==> config.mk <==
export PLATFORM = sky130hd
export DESIGN_NAME = pixel_to_ascii_glyph_colour_unit
export DESIGN_NICKNAME = d
export VERILOG_FILES = /design/src/rtl/pxa_pkg.sv /design/src/rtl/pixel_to_ascii_glyph_colour_unit.sv /design/src/rtl/pxa_hue_sector.sv /design/src/rtl/pxa_edge_sector.sv
export SDC_FILE = /design/constraint.sdc
export NUM_CORES = 2
export LEC_CHECK = 0
export ABC_AREA = 0
export BUFFER_PORTS_ARGS = -buffer_cell sky130_fd_sc_hd__buf_2
export CORE_AREA = 2 2 316 318
export DETAILED_ROUTE_END_ITERATION = 10
export DIE_AREA = 0 0 318 320
export PLACE_DENSITY_LB_ADDON = 0.25
export SETUP_SLACK_MARGIN = 0.4
export SLEW_MARGIN = 10
export SYNTH_ARGS = -nofsm -noshare
export SYNTH_HDL_FRONTEND = slang
export SYNTH_SLANG_ARGS = --single-unit
export TNS_END_PERCENT = 30
==> constraint.sdc <==
create_clock -name clock -period 10.2 [get_ports clock]
set_input_delay 1.02 -clock clock [delete_from_list [all_inputs] [get_ports clock]]
set_output_delay 1.02 -clock clock [all_outputs]
set_load 0.01 [all_outputs]
==> src/rtl/pxa_pkg.sv <==
// Shared constants, types and lookup functions for the pixel-to-glyph colour unit.
package pxa_pkg;

   localparam int CHANNEL_BITS = 8;
   localparam int unsigned CHAN_MAX = (1 << CHANNEL_BITS) - 1;
   localparam int DIFF_W = CHANNEL_BITS + 2;
   localparam int BASE_W = 2 * CHANNEL_BITS;
   localparam int SHADE_W = 2 * CHANNEL_BITS + 4;
   localparam int RAMP_LEN = 12;
   localparam int GRAD_W = 11;
   localparam int THR_W = 11;
   localparam int SQ_W = 2 * GRAD_W;
   localparam int SUM_W = GRAD_W + 1;
   localparam int SUM_SQ_W = 2 * SUM_W;
   localparam int MAG_W = SQ_W + 1;
   localparam int unsigned EDGE_OFF = 1020;
   // chroma * 10000 < CHAN_MAX counts as no hue
   localparam int unsigned TINY_CHROMA = (CHAN_MAX - 1) / 10000 + 1;

   typedef enum logic [0:0] {
      CSR_EDGE_THRESHOLD = 1'b0,
      CSR_MONO_MODE      = 1'b1
   } csr_index_type;

   typedef enum logic [2:0] {
      COLOUR_WHITE   = 3'd0,
      COLOUR_RED     = 3'd1,
      COLOUR_YELLOW  = 3'd2,
      COLOUR_GREEN   = 3'd3,
      COLOUR_CYAN    = 3'd4,
      COLOUR_BLUE    = 3'd5,
      COLOUR_MAGENTA = 3'd6
   } colour_type;

   typedef enum logic [1:0] {
      MAX_RED   = 2'd0,
      MAX_GREEN = 2'd1,
      MAX_BLUE  = 2'd2
   } max_sel_type;

   localparam logic [6:0] GLYPH_UNDER  = 7'h5F;
   localparam logic [6:0] GLYPH_PIPE   = 7'h7C;
   localparam logic [6:0] GLYPH_BSLASH = 7'h5C;
   localparam logic [6:0] GLYPH_SLASH  = 7'h2F;

   typedef struct packed {
      logic [CHANNEL_BITS-1:0] vmax;
      logic [CHANNEL_BITS-1:0] chroma;
      max_sel_type             max_sel;
      logic signed [DIFF_W-1:0] diff;
   } pxa_hue_type;

   typedef struct packed {
      logic                ay_gt_ax;
      logic                ay_zero;
      logic                same_sign;
      logic [SQ_W-1:0]     ax2;
      logic [SQ_W-1:0]     dif2;
      logic [SUM_SQ_W-1:0] sum2;
   } pxa_edge_type;

   function automatic logic [6:0] ramp_glyph(input logic [3:0] idx);
      logic [6:0] g;
      case (idx)
         4'd0:    g = 7'h20;
         4'd1:    g = 7'h2E;
         4'd2:    g = 7'h2D;
         4'd3:    g = 7'h3D;
         4'd4:    g = 7'h2B;
         4'd5:    g = 7'h2A;
         4'd6:    g = 7'h78;
         4'd7:    g = 7'h23;
         4'd8:    g = 7'h24;
         4'd9:    g = 7'h26;
         4'd10:   g = 7'h58;
         4'd11:   g = 7'h40;
         default: g = 7'h40;
      endcase
      return g;
   endfunction

   // k * CHAN_MAX^2, the scaled boundary of shade entry k
   function automatic logic [SHADE_W-1:0] shade_limit(input logic [3:0] k);
      longint unsigned lim;
      lim = longint'(k) * longint'(CHAN_MAX) * longint'(CHAN_MAX);
      return SHADE_W'(lim);
   endfunction

endpackage

==> src/rtl/pixel_to_ascii_glyph_colour_unit.sv <==
// Top level: pixel to ASCII glyph and colour code, three-stage pipeline.
//
//   channel  direction  handshake          payload
//   req      in         req_valid/ready    red, green, blue, grad_x, grad_y
//   rsp      out        rsp_valid/ready    glyph, colour
//   csr      in         csr_wr_en          csr_index, csr_wr_data
//
// One request per clock while no response stalls; the rate is set by the
// stage-to-stage handshake, with every stage a register of its own.
// Reset (synchronous) clears stage valid bits and loads threshold 1020
// and colour mode. A stage takes new data when it is empty or the stage
// after it moves, so a stalled result holds while bubbles ahead close up.
module pixel_to_ascii_glyph_colour_unit (
   input  logic              clock,
   input  logic              reset,
   input  logic              req_valid,
   output logic              req_ready,
   input  logic [7:0]        req_red,
   input  logic [7:0]        req_green,
   input  logic [7:0]        req_blue,
   input  logic signed [10:0] req_grad_x,
   input  logic signed [10:0] req_grad_y,
   output logic              rsp_valid,
   input  logic              rsp_ready,
   output logic [6:0]        rsp_glyph,
   output logic [2:0]        rsp_colour,
   input  logic              csr_wr_en,
   input  logic [0:0]        csr_index,
   input  logic [10:0]       csr_wr_data
);
   import pxa_pkg::*;

   // configuration
   logic [THR_W-1:0]   edge_threshold_ff;
   logic               mono_mode_ff;
   logic [SQ_W-1:0]    thr_sq_ff;

   // stage enables
   logic en1, en2, en3;

   // stage 1: channel max/min, hue terms, gradient magnitudes
   logic                     s1_valid_ff;
   pxa_hue_type              s1_hue_ff, s1_hue_in;
   logic [CHANNEL_BITS-1:0]  s1_red_ff, s1_red_in;
   logic                     s1_mono_ff;
   logic [GRAD_W-1:0]        s1_ax_ff, s1_ax_in;
   logic [GRAD_W-1:0]        s1_ay_ff, s1_ay_in;
   logic [GRAD_W-1:0]        s1_dif_ff, s1_dif_in;
   logic [SUM_W-1:0]         s1_sum_ff, s1_sum_in;
   logic                     s1_gt_ff, s1_gt_in;
   logic                     s1_same_ff, s1_same_in;

   // stage 2: squares, colour decided
   logic                     s2_valid_ff;
   colour_type               s2_colour_ff, s2_colour_in;
   logic [BASE_W-1:0]        s2_base_ff, s2_base_in;
   pxa_edge_type             s2_edge_ff, s2_edge_in;
   logic [SQ_W-1:0]          s2_ay2_ff, s2_ay2_in;

   // stage 3: output register
   logic                     s3_valid_ff;
   logic [6:0]               s3_glyph_ff, s3_glyph_in;
   colour_type               s3_colour_ff;

   colour_type               hue_colour;
   logic [6:0]               edge_glyph;

   assign en3 = !s3_valid_ff || rsp_ready;
   assign en2 = !s2_valid_ff || en3;
   assign en1 = !s1_valid_ff || en2;
   assign req_ready = en1;

   // ---------------- configuration ----------------
   always_ff @(posedge clock) begin
      if (reset) begin
         edge_threshold_ff <= THR_W'(EDGE_OFF);
         mono_mode_ff      <= 1'b0;
      end else if (csr_wr_en) begin
         case (csr_index_type'(csr_index))
            CSR_EDGE_THRESHOLD: edge_threshold_ff <= csr_wr_data;
            CSR_MONO_MODE:      mono_mode_ff      <= csr_wr_data[0];
            default:            ;
         endcase
      end
   end

   // squared threshold is registered, following the register in the next cycle
   always_ff @(posedge clock) begin
      thr_sq_ff <= edge_threshold_ff * edge_threshold_ff;
   end

   // ---------------- stage 1 ----------------
   always_comb begin
      logic [CHANNEL_BITS-1:0] r, g, b, vmin;
      logic                    edge_off;
      logic                    gx_pos, gy_pos;
      r = CHANNEL_BITS'(req_red);
      g = CHANNEL_BITS'(req_green);
      b = CHANNEL_BITS'(req_blue);
      s1_red_in = r;

      if (r >= g && r >= b) begin
         s1_hue_in.max_sel = MAX_RED;
         s1_hue_in.vmax    = r;
         s1_hue_in.diff    = DIFF_W'(signed'({2'b00, g}) - signed'({2'b00, b})) <<< 1;
      end else if (g >= r && g >= b) begin
         s1_hue_in.max_sel = MAX_GREEN;
         s1_hue_in.vmax    = g;
         s1_hue_in.diff    = DIFF_W'(signed'({2'b00, b}) - signed'({2'b00, r})) <<< 1;
      end else begin
         s1_hue_in.max_sel = MAX_BLUE;
         s1_hue_in.vmax    = b;
         s1_hue_in.diff    = DIFF_W'(signed'({2'b00, r}) - signed'({2'b00, g})) <<< 1;
      end
      vmin = r;
      if (g < vmin) vmin = g;
      if (b < vmin) vmin = b;
      s1_hue_in.chroma = s1_hue_in.vmax - vmin;

      // edges disabled: both gradients count as zero
      edge_off = (edge_threshold_ff >= THR_W'(EDGE_OFF));
      if (edge_off) begin
         s1_ax_in = '0;
         s1_ay_in = '0;
         gx_pos   = 1'b0;
         gy_pos   = 1'b0;
      end else begin
         s1_ax_in = req_grad_x[GRAD_W-1] ? GRAD_W'(-req_grad_x) : GRAD_W'(req_grad_x);
         s1_ay_in = req_grad_y[GRAD_W-1] ? GRAD_W'(-req_grad_y) : GRAD_W'(req_grad_y);
         gx_pos   = !req_grad_x[GRAD_W-1] && (req_grad_x != '0);
         gy_pos   = !req_grad_y[GRAD_W-1] && (req_grad_y != '0);
      end
      s1_gt_in   = s1_ay_in > s1_ax_in;
      s1_dif_in  = s1_ay_in - s1_ax_in;
      s1_sum_in  = SUM_W'(s1_ay_in) + SUM_W'(s1_ax_in);
      s1_same_in = (gx_pos == gy_pos);
   end

   always_ff @(posedge clock) begin
      if (reset) begin
         s1_valid_ff <= 1'b0;
      end else if (en1) begin
         s1_valid_ff <= req_valid;
      end
   end

   always_ff @(posedge clock) begin
      if (en1) begin
         s1_hue_ff  <= s1_hue_in;
         s1_red_ff  <= s1_red_in;
         s1_mono_ff <= mono_mode_ff;
         s1_ax_ff   <= s1_ax_in;
         s1_ay_ff   <= s1_ay_in;
         s1_dif_ff  <= s1_dif_in;
         s1_sum_ff  <= s1_sum_in;
         s1_gt_ff   <= s1_gt_in;
         s1_same_ff <= s1_same_in;
      end
   end

   // ---------------- stage 2 ----------------
   pxa_hue_sector u_hue (
      .hue    (s1_hue_ff),
      .colour (hue_colour)
   );

   always_comb begin
      s2_colour_in = s1_mono_ff ? COLOUR_WHITE : hue_colour;
      // mono: red * CHAN_MAX puts gray on the same scale as value squared
      if (s1_mono_ff) begin
         s2_base_in = {s1_red_ff, {CHANNEL_BITS{1'b0}}} - BASE_W'(s1_red_ff);
      end else begin
         s2_base_in = s1_hue_ff.vmax * s1_hue_ff.vmax;
      end
      s2_ay2_in            = s1_ay_ff * s1_ay_ff;
      s2_edge_in.ax2       = s1_ax_ff * s1_ax_ff;
      s2_edge_in.dif2      = s1_dif_ff * s1_dif_ff;
      s2_edge_in.sum2      = s1_sum_ff * s1_sum_ff;
      s2_edge_in.ay_gt_ax  = s1_gt_ff;
      s2_edge_in.ay_zero   = (s1_ay_ff == '0);
      s2_edge_in.same_sign = s1_same_ff;
   end

   always_ff @(posedge clock) begin
      if (reset) begin
         s2_valid_ff <= 1'b0;
      end else if (en2) begin
         s2_valid_ff <= s1_valid_ff;
      end
   end

   always_ff @(posedge clock) begin
      if (en2) begin
         s2_colour_ff <= s2_colour_in;
         s2_base_ff   <= s2_base_in;
         s2_edge_ff   <= s2_edge_in;
         s2_ay2_ff    <= s2_ay2_in;
      end
   end

   // ---------------- stage 3 ----------------
   pxa_edge_sector u_edge (
      .edge_in (s2_edge_ff),
      .glyph   (edge_glyph)
   );

   always_comb begin
      logic [SHADE_W-1:0] shade_num;
      logic [3:0]         idx;
      logic [MAG_W-1:0]   mag;
      // 12 * base, compared against each shade boundary; count is the index
      shade_num = (SHADE_W'(s2_base_ff) << 3) + (SHADE_W'(s2_base_ff) << 2);
      idx = '0;
      for (int k = 1; k < RAMP_LEN; k++) begin
         idx = idx + 4'(shade_num >= shade_limit(4'(k)));
      end
      mag = MAG_W'(s2_edge_ff.ax2) + MAG_W'(s2_ay2_ff);
      if (mag >= MAG_W'(thr_sq_ff)) begin
         s3_glyph_in = edge_glyph;
      end else begin
         s3_glyph_in = ramp_glyph(idx);
      end
   end

   always_ff @(posedge clock) begin
      if (reset) begin
         s3_valid_ff <= 1'b0;
      end else if (en3) begin
         s3_valid_ff <= s2_valid_ff;
      end
   end

   always_ff @(posedge clock) begin
      if (en3) begin
         s3_glyph_ff  <= s3_glyph_in;
         s3_colour_ff <= s2_colour_ff;
      end
   end

   assign rsp_valid  = s3_valid_ff;
   assign rsp_glyph  = s3_glyph_ff;
   assign rsp_colour = s3_colour_ff;

endmodule

==> src/rtl/pxa_hue_sector.sv <==
// Colour pick from value, chroma and hue sector difference.
module pxa_hue_sector (
   input  pxa_pkg::pxa_hue_type hue,
   output pxa_pkg::colour_type  colour
);
   import pxa_pkg::*;

   logic signed [DIFF_W-1:0] c_s;
   logic                     low_sat;

   assign c_s = signed'({2'b00, hue.chroma});
   assign low_sat = (hue.vmax == '0) ||
                    ({hue.chroma, 2'b00} < {2'b00, hue.vmax});

   always_comb begin
      colour = COLOUR_WHITE;
      if (low_sat) begin
         colour = COLOUR_WHITE;
      end else if (hue.chroma < CHANNEL_BITS'(TINY_CHROMA)) begin
         colour = COLOUR_RED;
      end else begin
         case (hue.max_sel)
            MAX_RED: begin
               colour = (hue.diff >= c_s) ? COLOUR_YELLOW : COLOUR_RED;
            end
            MAX_GREEN: begin
               if (hue.diff < -c_s)     colour = COLOUR_YELLOW;
               else if (hue.diff < c_s) colour = COLOUR_GREEN;
               else                     colour = COLOUR_CYAN;
            end
            default: begin
               if (hue.diff < -c_s)     colour = COLOUR_CYAN;
               else if (hue.diff < c_s) colour = COLOUR_BLUE;
               else                     colour = COLOUR_MAGENTA;
            end
         endcase
      end
   end

endmodule

==> src/rtl/pxa_edge_sector.sv <==
// Edge glyph from gradient direction, compared through squared terms.
module pxa_edge_sector (
   input  pxa_pkg::pxa_edge_type edge_in,
   output logic [6:0]            glyph
);
   import pxa_pkg::*;

   logic [SUM_SQ_W-1:0] two_x2;

   assign two_x2 = SUM_SQ_W'({edge_in.ax2, 1'b0});

   always_comb begin
      if (edge_in.ay_gt_ax && (SUM_SQ_W'(edge_in.dif2) > two_x2)) begin
         glyph = GLYPH_UNDER;
      end else if (edge_in.ay_zero || (edge_in.sum2 < two_x2)) begin
         glyph = GLYPH_PIPE;
      end else if (edge_in.same_sign) begin
         glyph = GLYPH_BSLASH;
      end else begin
         glyph = GLYPH_SLASH;
      end
   end

endmodule

Word-level counts from Yosys, hierarchy flattened
Memory sizes are Yosys's and may differ from the RTL's.
Index checks and enable logic that the tools add are counted.
{"block": "word_totals", "romBits": 112, "mem_count": 1, "in_bits": 63, "elab_cells": 138, "ram_bits": 0, "regBits": 243, "output_inout_bits": 12, "latchBits": 0}
{"memory": "(no name shown)", "words": 16, "width": 7, "read_ports": 1, "rd_ports_with_merged_regs": 0, "wr": 0, "line": "pxa_pkg.sv:64", "text": "case (idx)"}
{"block": "classes", "multipliers": 6, "n_mux": 24, "bitwise": 1, "n_div": 0, "n_lt_le_gt_ge": 27, "addsub": 22, "n_shift": 0, "n_eq_ne": 2, "reduce_logical": 24}
{"cell": "11-bit by 11-bit multiplier with 22-bit output", "n": 4}
{"cell": "20-bit by 19-bit greater-or-equal comparator with 1-bit output (second input constant)", "n": 4}
{"cell": "20-bit greater-or-equal comparator (second input constant)", "n": 3}
{"cell": "11-bit two-way mux", "n": 4}
{"cell": "20-bit by 18-bit greater-or-equal comparator with 1-bit output (second input constant)", "n": 2}
{"cell": "8-bit greater-or-equal comparator", "n": 4}
{"cell": "8-bit two-way mux", "n": 4}
{"cell": "4-bit by 1-bit adder with 4-bit output", "n": 7}
{"cell": "7-bit two-way mux", "n": 4}
{"cell": "8-bit by 8-bit subtractor with 9-bit output", "n": 3}
{"cell": "24-bit by 23-bit < comparator with 1-bit output", "n": 1}
{"cell": "12-bit by 12-bit multiplier with 24-bit output", "n": 1}
{"cell": "22-bit by 22-bit adder with 23-bit output", "n": 1}
{"cell": "23-bit by 22-bit greater-or-equal comparator with 1-bit output", "n": 1}
{"cell": "22-bit by 23-bit > comparator with 1-bit output", "n": 1}
{"cell": "11-bit negation", "n": 2}
{"cell": "11-bit nonzero test", "n": 2}
{"cell": "19-bit by 18-bit adder with 20-bit output", "n": 1}
{"cell": "20-bit by 16-bit greater-or-equal comparator with 1-bit output (second input constant)", "n": 1}
{"cell": "20-bit by 17-bit greater-or-equal comparator with 1-bit output (second input constant)", "n": 1}
{"cell": "8-bit < comparator", "n": 2}
{"cell": "8-bit by 8-bit multiplier with 16-bit output", "n": 1}
{"cell": "16-bit two-way mux", "n": 1}
{"cell": "16-bit by 8-bit subtractor with 16-bit output", "n": 1}
{"cell": "32 further kinds", "n": 50}

Logic depth before layout (Yosys ltp)
An unclocked memory read counts as a cell.
{"block": "logic_depth", "word_depth": 14, "ltp_mapped": 29, "mapped_depth_nobuf": 27}

Cells and area by module
From an unflattened synthesis, not the netlist that was laid out.
{"block": "hier_totals", "hier_cells": 3528, "hier_area_um2": 33732.4}
{"module": "pixel_to_ascii_glyph_colour_unit", "area_per_inst_um2": 31869.3, "seq_area_each_um2": 6696.4, "n_inst": 1, "cells_per_inst": 3284}
{"module": "pxa_edge_sector", "area_per_inst_um2": 1083.5, "seq_area_each_um2": 0.0, "n_inst": 1, "cells_per_inst": 135}
{"module": "pxa_hue_sector", "area_per_inst_um2": 779.5, "seq_area_each_um2": 0.0, "n_inst": 1, "cells_per_inst": 109}

Worst setup path after synthesis
OpenSTA, ideal clock, no wires.
{"block": "synth_timing", "path_kind": "flip-flop to flip-flop", "start": "register s2_base_ff[1]", "end": "register s3_glyph_ff[4] (netlist: rsp_glyph[4]) (data pin)", "required_ns": 9.929, "period_less_slack_ns": 6.493, "t_arrival_ns": 6.222, "setup_slack_ns": 3.707, "setup_time_ns": 0.271, "stages_incl_launch_ff": 24, "path_buffers": 0, "cell_sequence": "edfxtp_1 -> ha_1 -> fa_1 -> a21oi_1 -> o221ai_1 -> nor3_1 -> o31a_1 -> xnor2_1 -> nand3_1 -> nor2_1 -> nand2_1 -> o311ai_0 -> fa_1 -> fa_1 -> inv_1 -> fa_1 -> inv_1 -> fa_1 -> inv_1 -> fa_1 -> xor2_1 -> mux2_2 -> a21oi_1 -> mux2i_1"}
{"block": "synth_between", "elab_chain_cells": 14, "word_cells_on_any_way": 24, "cone_classes": "add/sub: 11; order compare: 11; mux: 1; memory: 1"}
{"element": "from (decl)", "line": "pixel_to_ascii_glyph_colour_unit.sv:56", "text": "logic [BASE_W-1:0] s2_base_ff, s2_base_in;"}
{"element": "from (signal assigned)", "line": "pixel_to_ascii_glyph_colour_unit.sv:195", "text": "s2_base_ff <= s2_base_in;"}
{"element": "19-bit by 18-bit adder with 20-bit output *", "line": "pixel_to_ascii_glyph_colour_unit.sv:212", "text": "shade_num = (SHADE_W'(s2_base_ff) << 3) + (SHADE_W'(s2_base_ff) << 2);"}
{"element": "20-bit by 16-bit greater-or-equal comparator with 1-bit output or 20-bit by 17-bit greater-or-equal comparator with 1-bit output (tied branches)", "line": "pixel_to_ascii_glyph_colour_unit.sv:215", "text": "idx = idx + 4'(shade_num >= shade_limit(4'(k)));"}
{"element": "1-bit by 1-bit adder with 2-bit output", "line": "pixel_to_ascii_glyph_colour_unit.sv:215"}
{"element": "2-bit by 1-bit adder with 3-bit output", "line": "pixel_to_ascii_glyph_colour_unit.sv:215"}
{"element": "3-bit by 1-bit adder with 4-bit output", "line": "pixel_to_ascii_glyph_colour_unit.sv:215"}
{"element": "4-bit by 1-bit adder with 4-bit output (6 in a row)", "line": "pixel_to_ascii_glyph_colour_unit.sv:215"}
{"element": "4-bit by 1-bit adder with 4-bit output *", "line": "pixel_to_ascii_glyph_colour_unit.sv:215"}
{"element": "memory 16 x 7 bit *"}
{"element": "7-bit two-way mux *", "line": "pixel_to_ascii_glyph_colour_unit.sv:218", "text": "if (mag >= MAG_W'(thr_sq_ff)) begin"}
{"element": "named net s3_glyph_in[4]", "line": "pixel_to_ascii_glyph_colour_unit.sv:62", "text": "logic [6:0] s3_glyph_ff, s3_glyph_in;"}
{"element": "to (signal assigned)", "line": "pixel_to_ascii_glyph_colour_unit.sv:235", "text": "s3_glyph_ff <= s3_glyph_in;"}
{"element": "to (decl)", "line": "pixel_to_ascii_glyph_colour_unit.sv:62"}
The timed path passes the listed nets; every way through them passes the cells marked *.
A chain may end at the register's enable or synchronous reset.

Final worst setup path
Ends and elaborated chain as after synthesis.

==> impl_metrics.ini <==
[run_status]
outcome = finished clean

[sta]
worstMarginPinSlew_ns = 0.876
slew_headroom = 0.416
post-route-period-util = 0.694
slew_viol_final = 0
worst_clock_skew_ns = 0.0137
finalHoldViolations = 0
finalSetupViolations = 0
final.min_clock_period_ns = 7.08
grt_setup_unrepaired = no
clock.fmax_mhz = 141
tns_ns = 0

[yosys]
ys_warn_count = 0
synth-edff-count = 199
postSynthAreaPerCell_um2 = 9.57
synth_top_area_share = 0.224
yosysMostFrequentCell = inv_1
synth_ff_type = edfxtp_1
synth_area_um2 = 33200
synth_common_cells = 585 x inv_1, 484 x ha_1, 371 x fa_1
syn-instance-count = 3467
synth_area_leader_cell = fa_1
synth-seq-area-share = 0.202
synthArstFlopShare = 0
synth_top_cells_by_area = fa_1 22%, ha_1 18%, edfxtp_1 18%
synth.distinct_cells = 79
synth.ff_latch_count = 235

[route]
vias = 23071
wl_per_cell_um = 15.6
initialDrtViolationCount = 1035
drc = 0
drtAntennaViolNets = 0
wl_mm = 74.7
drtPass1Iterations = 5
viasPerCell = 4.81

[clocking]
path_clk_slew_ns = 0.06
clock_path_buffers = 3
ctsHtreeMaxLevel = 1
cts_hold_buffers = 0
ctsResizeCount = 0
numCtsBuffers = 29
cts_tree = done
clockRootBuffer = clkbuf_16
clk-insertion-delay-late_ns = 0.58
cts.sinks = 235
post-cts-setup-buffers = 0

[global_routing]
grt-ovfl-total = 0
grt_use_total = 0.149
grt_pass1_vias = 23530
grt_max_degree = 60
antenna_found_initial = 0
grt_pass1_wl_mm = 124

[setup_path]
critPathCaptureType = flip-flop
critical_path.startpoint = s2_base_ff[1]
required_ns = 10.49
criticalPathCategory = flip-flop to flip-flop
reg2reg_slack_ns = 3.12
cp-start-kind = flip-flop
crit_arrival_ns = 7.37
r2r_end = rsp_glyph[4]
reg2reg_depth = 23
crit_fanout = 7
timing.rr.start = s2_base_ff[1]

[placed_design]
portBuffers = 74
hpwlAfterDp_mm = 61.7
place_congestion = 0.842

[min_path]
hold_path_class = flip-flop to flip-flop
worstHoldPathCells = 0
hp-start = s2_colour_ff[1]
min_to = rsp_colour[1]

[floorplanning]
die_area_um2 = 102000
die_y_um = 320
start_util = 0.339
coreArea_um2 = 98000
row_count = 115
die_width_um = 318
io_pins = 75

[cells_and_area]
drive_above_1_share = 0.0512
n_antenna_cell = 0
nNetsFinal = 4410
areaGrowthSynthToFinish_pct = 8.16

[flow_run]
drv_cap = 0
state kept, by name (all words and copies together) (netlist names):
register and count:
mono_mode_ff 1, s1_dif_ff 11, edge_threshold_ff 11, s2_ay2_ff 21
s1_mono_ff 1, s1_ay_ff 11, s2_colour_ff 3, s1_same_ff 1
s1_sum_ff 11, s1_valid_ff 1, s2_edge_ff 67, s2_valid_ff 1
s1_gt_ff 1, thr_sq_ff 21, rsp_valid 1, s1_red_ff 8
s1_ax_ff 11, s2_base_ff 16, rsp_colour 3, rsp_glyph 7
s1_hue_ff 27
cells in the final DEF (no fill, tap or decap), types with 9 or more instances in the layout:
cell and instances:
o21a_1 44, fa_1 371, ha_1 484, o21ai_0 107
nor3_1 45, a21o_1 50, buf_2 74, and2_1 212
nand4_1 14, a21boi_0 11, or3_1 13, inv_1 584
buf_4 10, nand3_1 46, nand2_1 208, nor2b_1 63
a211o_1 13, a21oi_1 160, o31ai_1 9, nor2_1 179
mux2i_1 26, and3_1 27, nand2b_1 45, clkbuf_16 29
xnor2_1 162, nor4_1 11, xor2_1 54, o211ai_1 10
dfxtp_1 36, a211oi_1 20, o21bai_1 22, mux2_2 15
or2_2 12, edfxtp_1 199, a31oi_1 16
critical path, cell delays in order (launching register included):
cell      delay, ns
edfxtp_1       0.49
ha_1           0.26
fa_1           0.40
a21oi_1        0.27
o221ai_1       0.19
nor3_1         0.30
o31a_1         0.21
xnor2_1        0.11
nand3_1        0.14
nor2_1         0.30
nand2_1        0.16
o311ai_0       0.53
fa_1           0.50
fa_1           0.49
inv_1          0.05
fa_1           0.53
inv_1          0.05
fa_1           0.43
inv_1          0.08
fa_1           0.20
xor2_1         0.48
mux2_2         0.40
a21oi_1        0.14
mux2i_1        0.09
kinds of logic after synthesis:
| family | share of synthesized area |
|---|---|
| buffers and inverters | 0.0766 |
| other | 0.000113 |
| and+or+nand+nor | 0.140 |
| AOI/OAI and AO/OA | 0.106 |
| DFF | 0.202 |
| muxes | 0.0129 |
| xor gates and xnor gates | 0.0570 |
| adders and majority gates | 0.406 |
worst max-delay path by stage:
| stage | to | cells past startpoint | slack [ns] |
|---|---|---|---|
| global route | rsp_glyph[4] | 23 | 2.44 |
| floorplan | rsp_glyph[4] | 23 | 3.71 |
| CTS | rsp_glyph[4] | 23 | 3.08 |
| finish | rsp_glyph[4] | 23 | 3.12 |
| global placement | rsp_glyph[4] | 23 | 3.13 |
| detailed placement | rsp_glyph[4] | 23 | 3.07 |
cell type report:
| type | instances | area, µm² |
|---|---|---|
| Tap cell | 1287 | 1610 |
| Clock buffer | 30 | 729 |
| Sequential cell | 235 | 6700 |
| Timing Repair Buffer | 84 | 445 |
| Fill cell | 9897 | 62100 |
| Inverter | 585 | 2200 |
| Clock inverter | 23 | 225 |
| Multi-Input combinational cell | 2557 | 24000 |
stage by stage:
step | utilization | setup WS (ns) | hold WS [ns] | cell area [µm²] | instances
after floorplan | - | 3.71 | 0.367 | 33200 | 3468
after global placement | 0.356 | 3.13 | 0.406 | 34900 | 4748
after detailed placement | 0.356 | 3.07 | 0.408 | 34900 | 4748
after CTS | 0.366 | 3.08 | 0.425 | 35900 | 4801
after global routing | 0.366 | 2.44 | 0.427 | 35900 | 4801
final | 0.366 | 3.12 | 0.421 | 35900 | 4801
layer usage:
metal | share of wire | GRT usage
met5 | 0 | 0
met4 | 0.019 | 0.0313
met3 | 0.023 | 0.0106
met2 | 0.50 | 0.268
met1 | 0.45 | 0.197
Power is not shown: default switching activity piles up to over one toggle a cycle in this logic, so the estimate is an artifact.
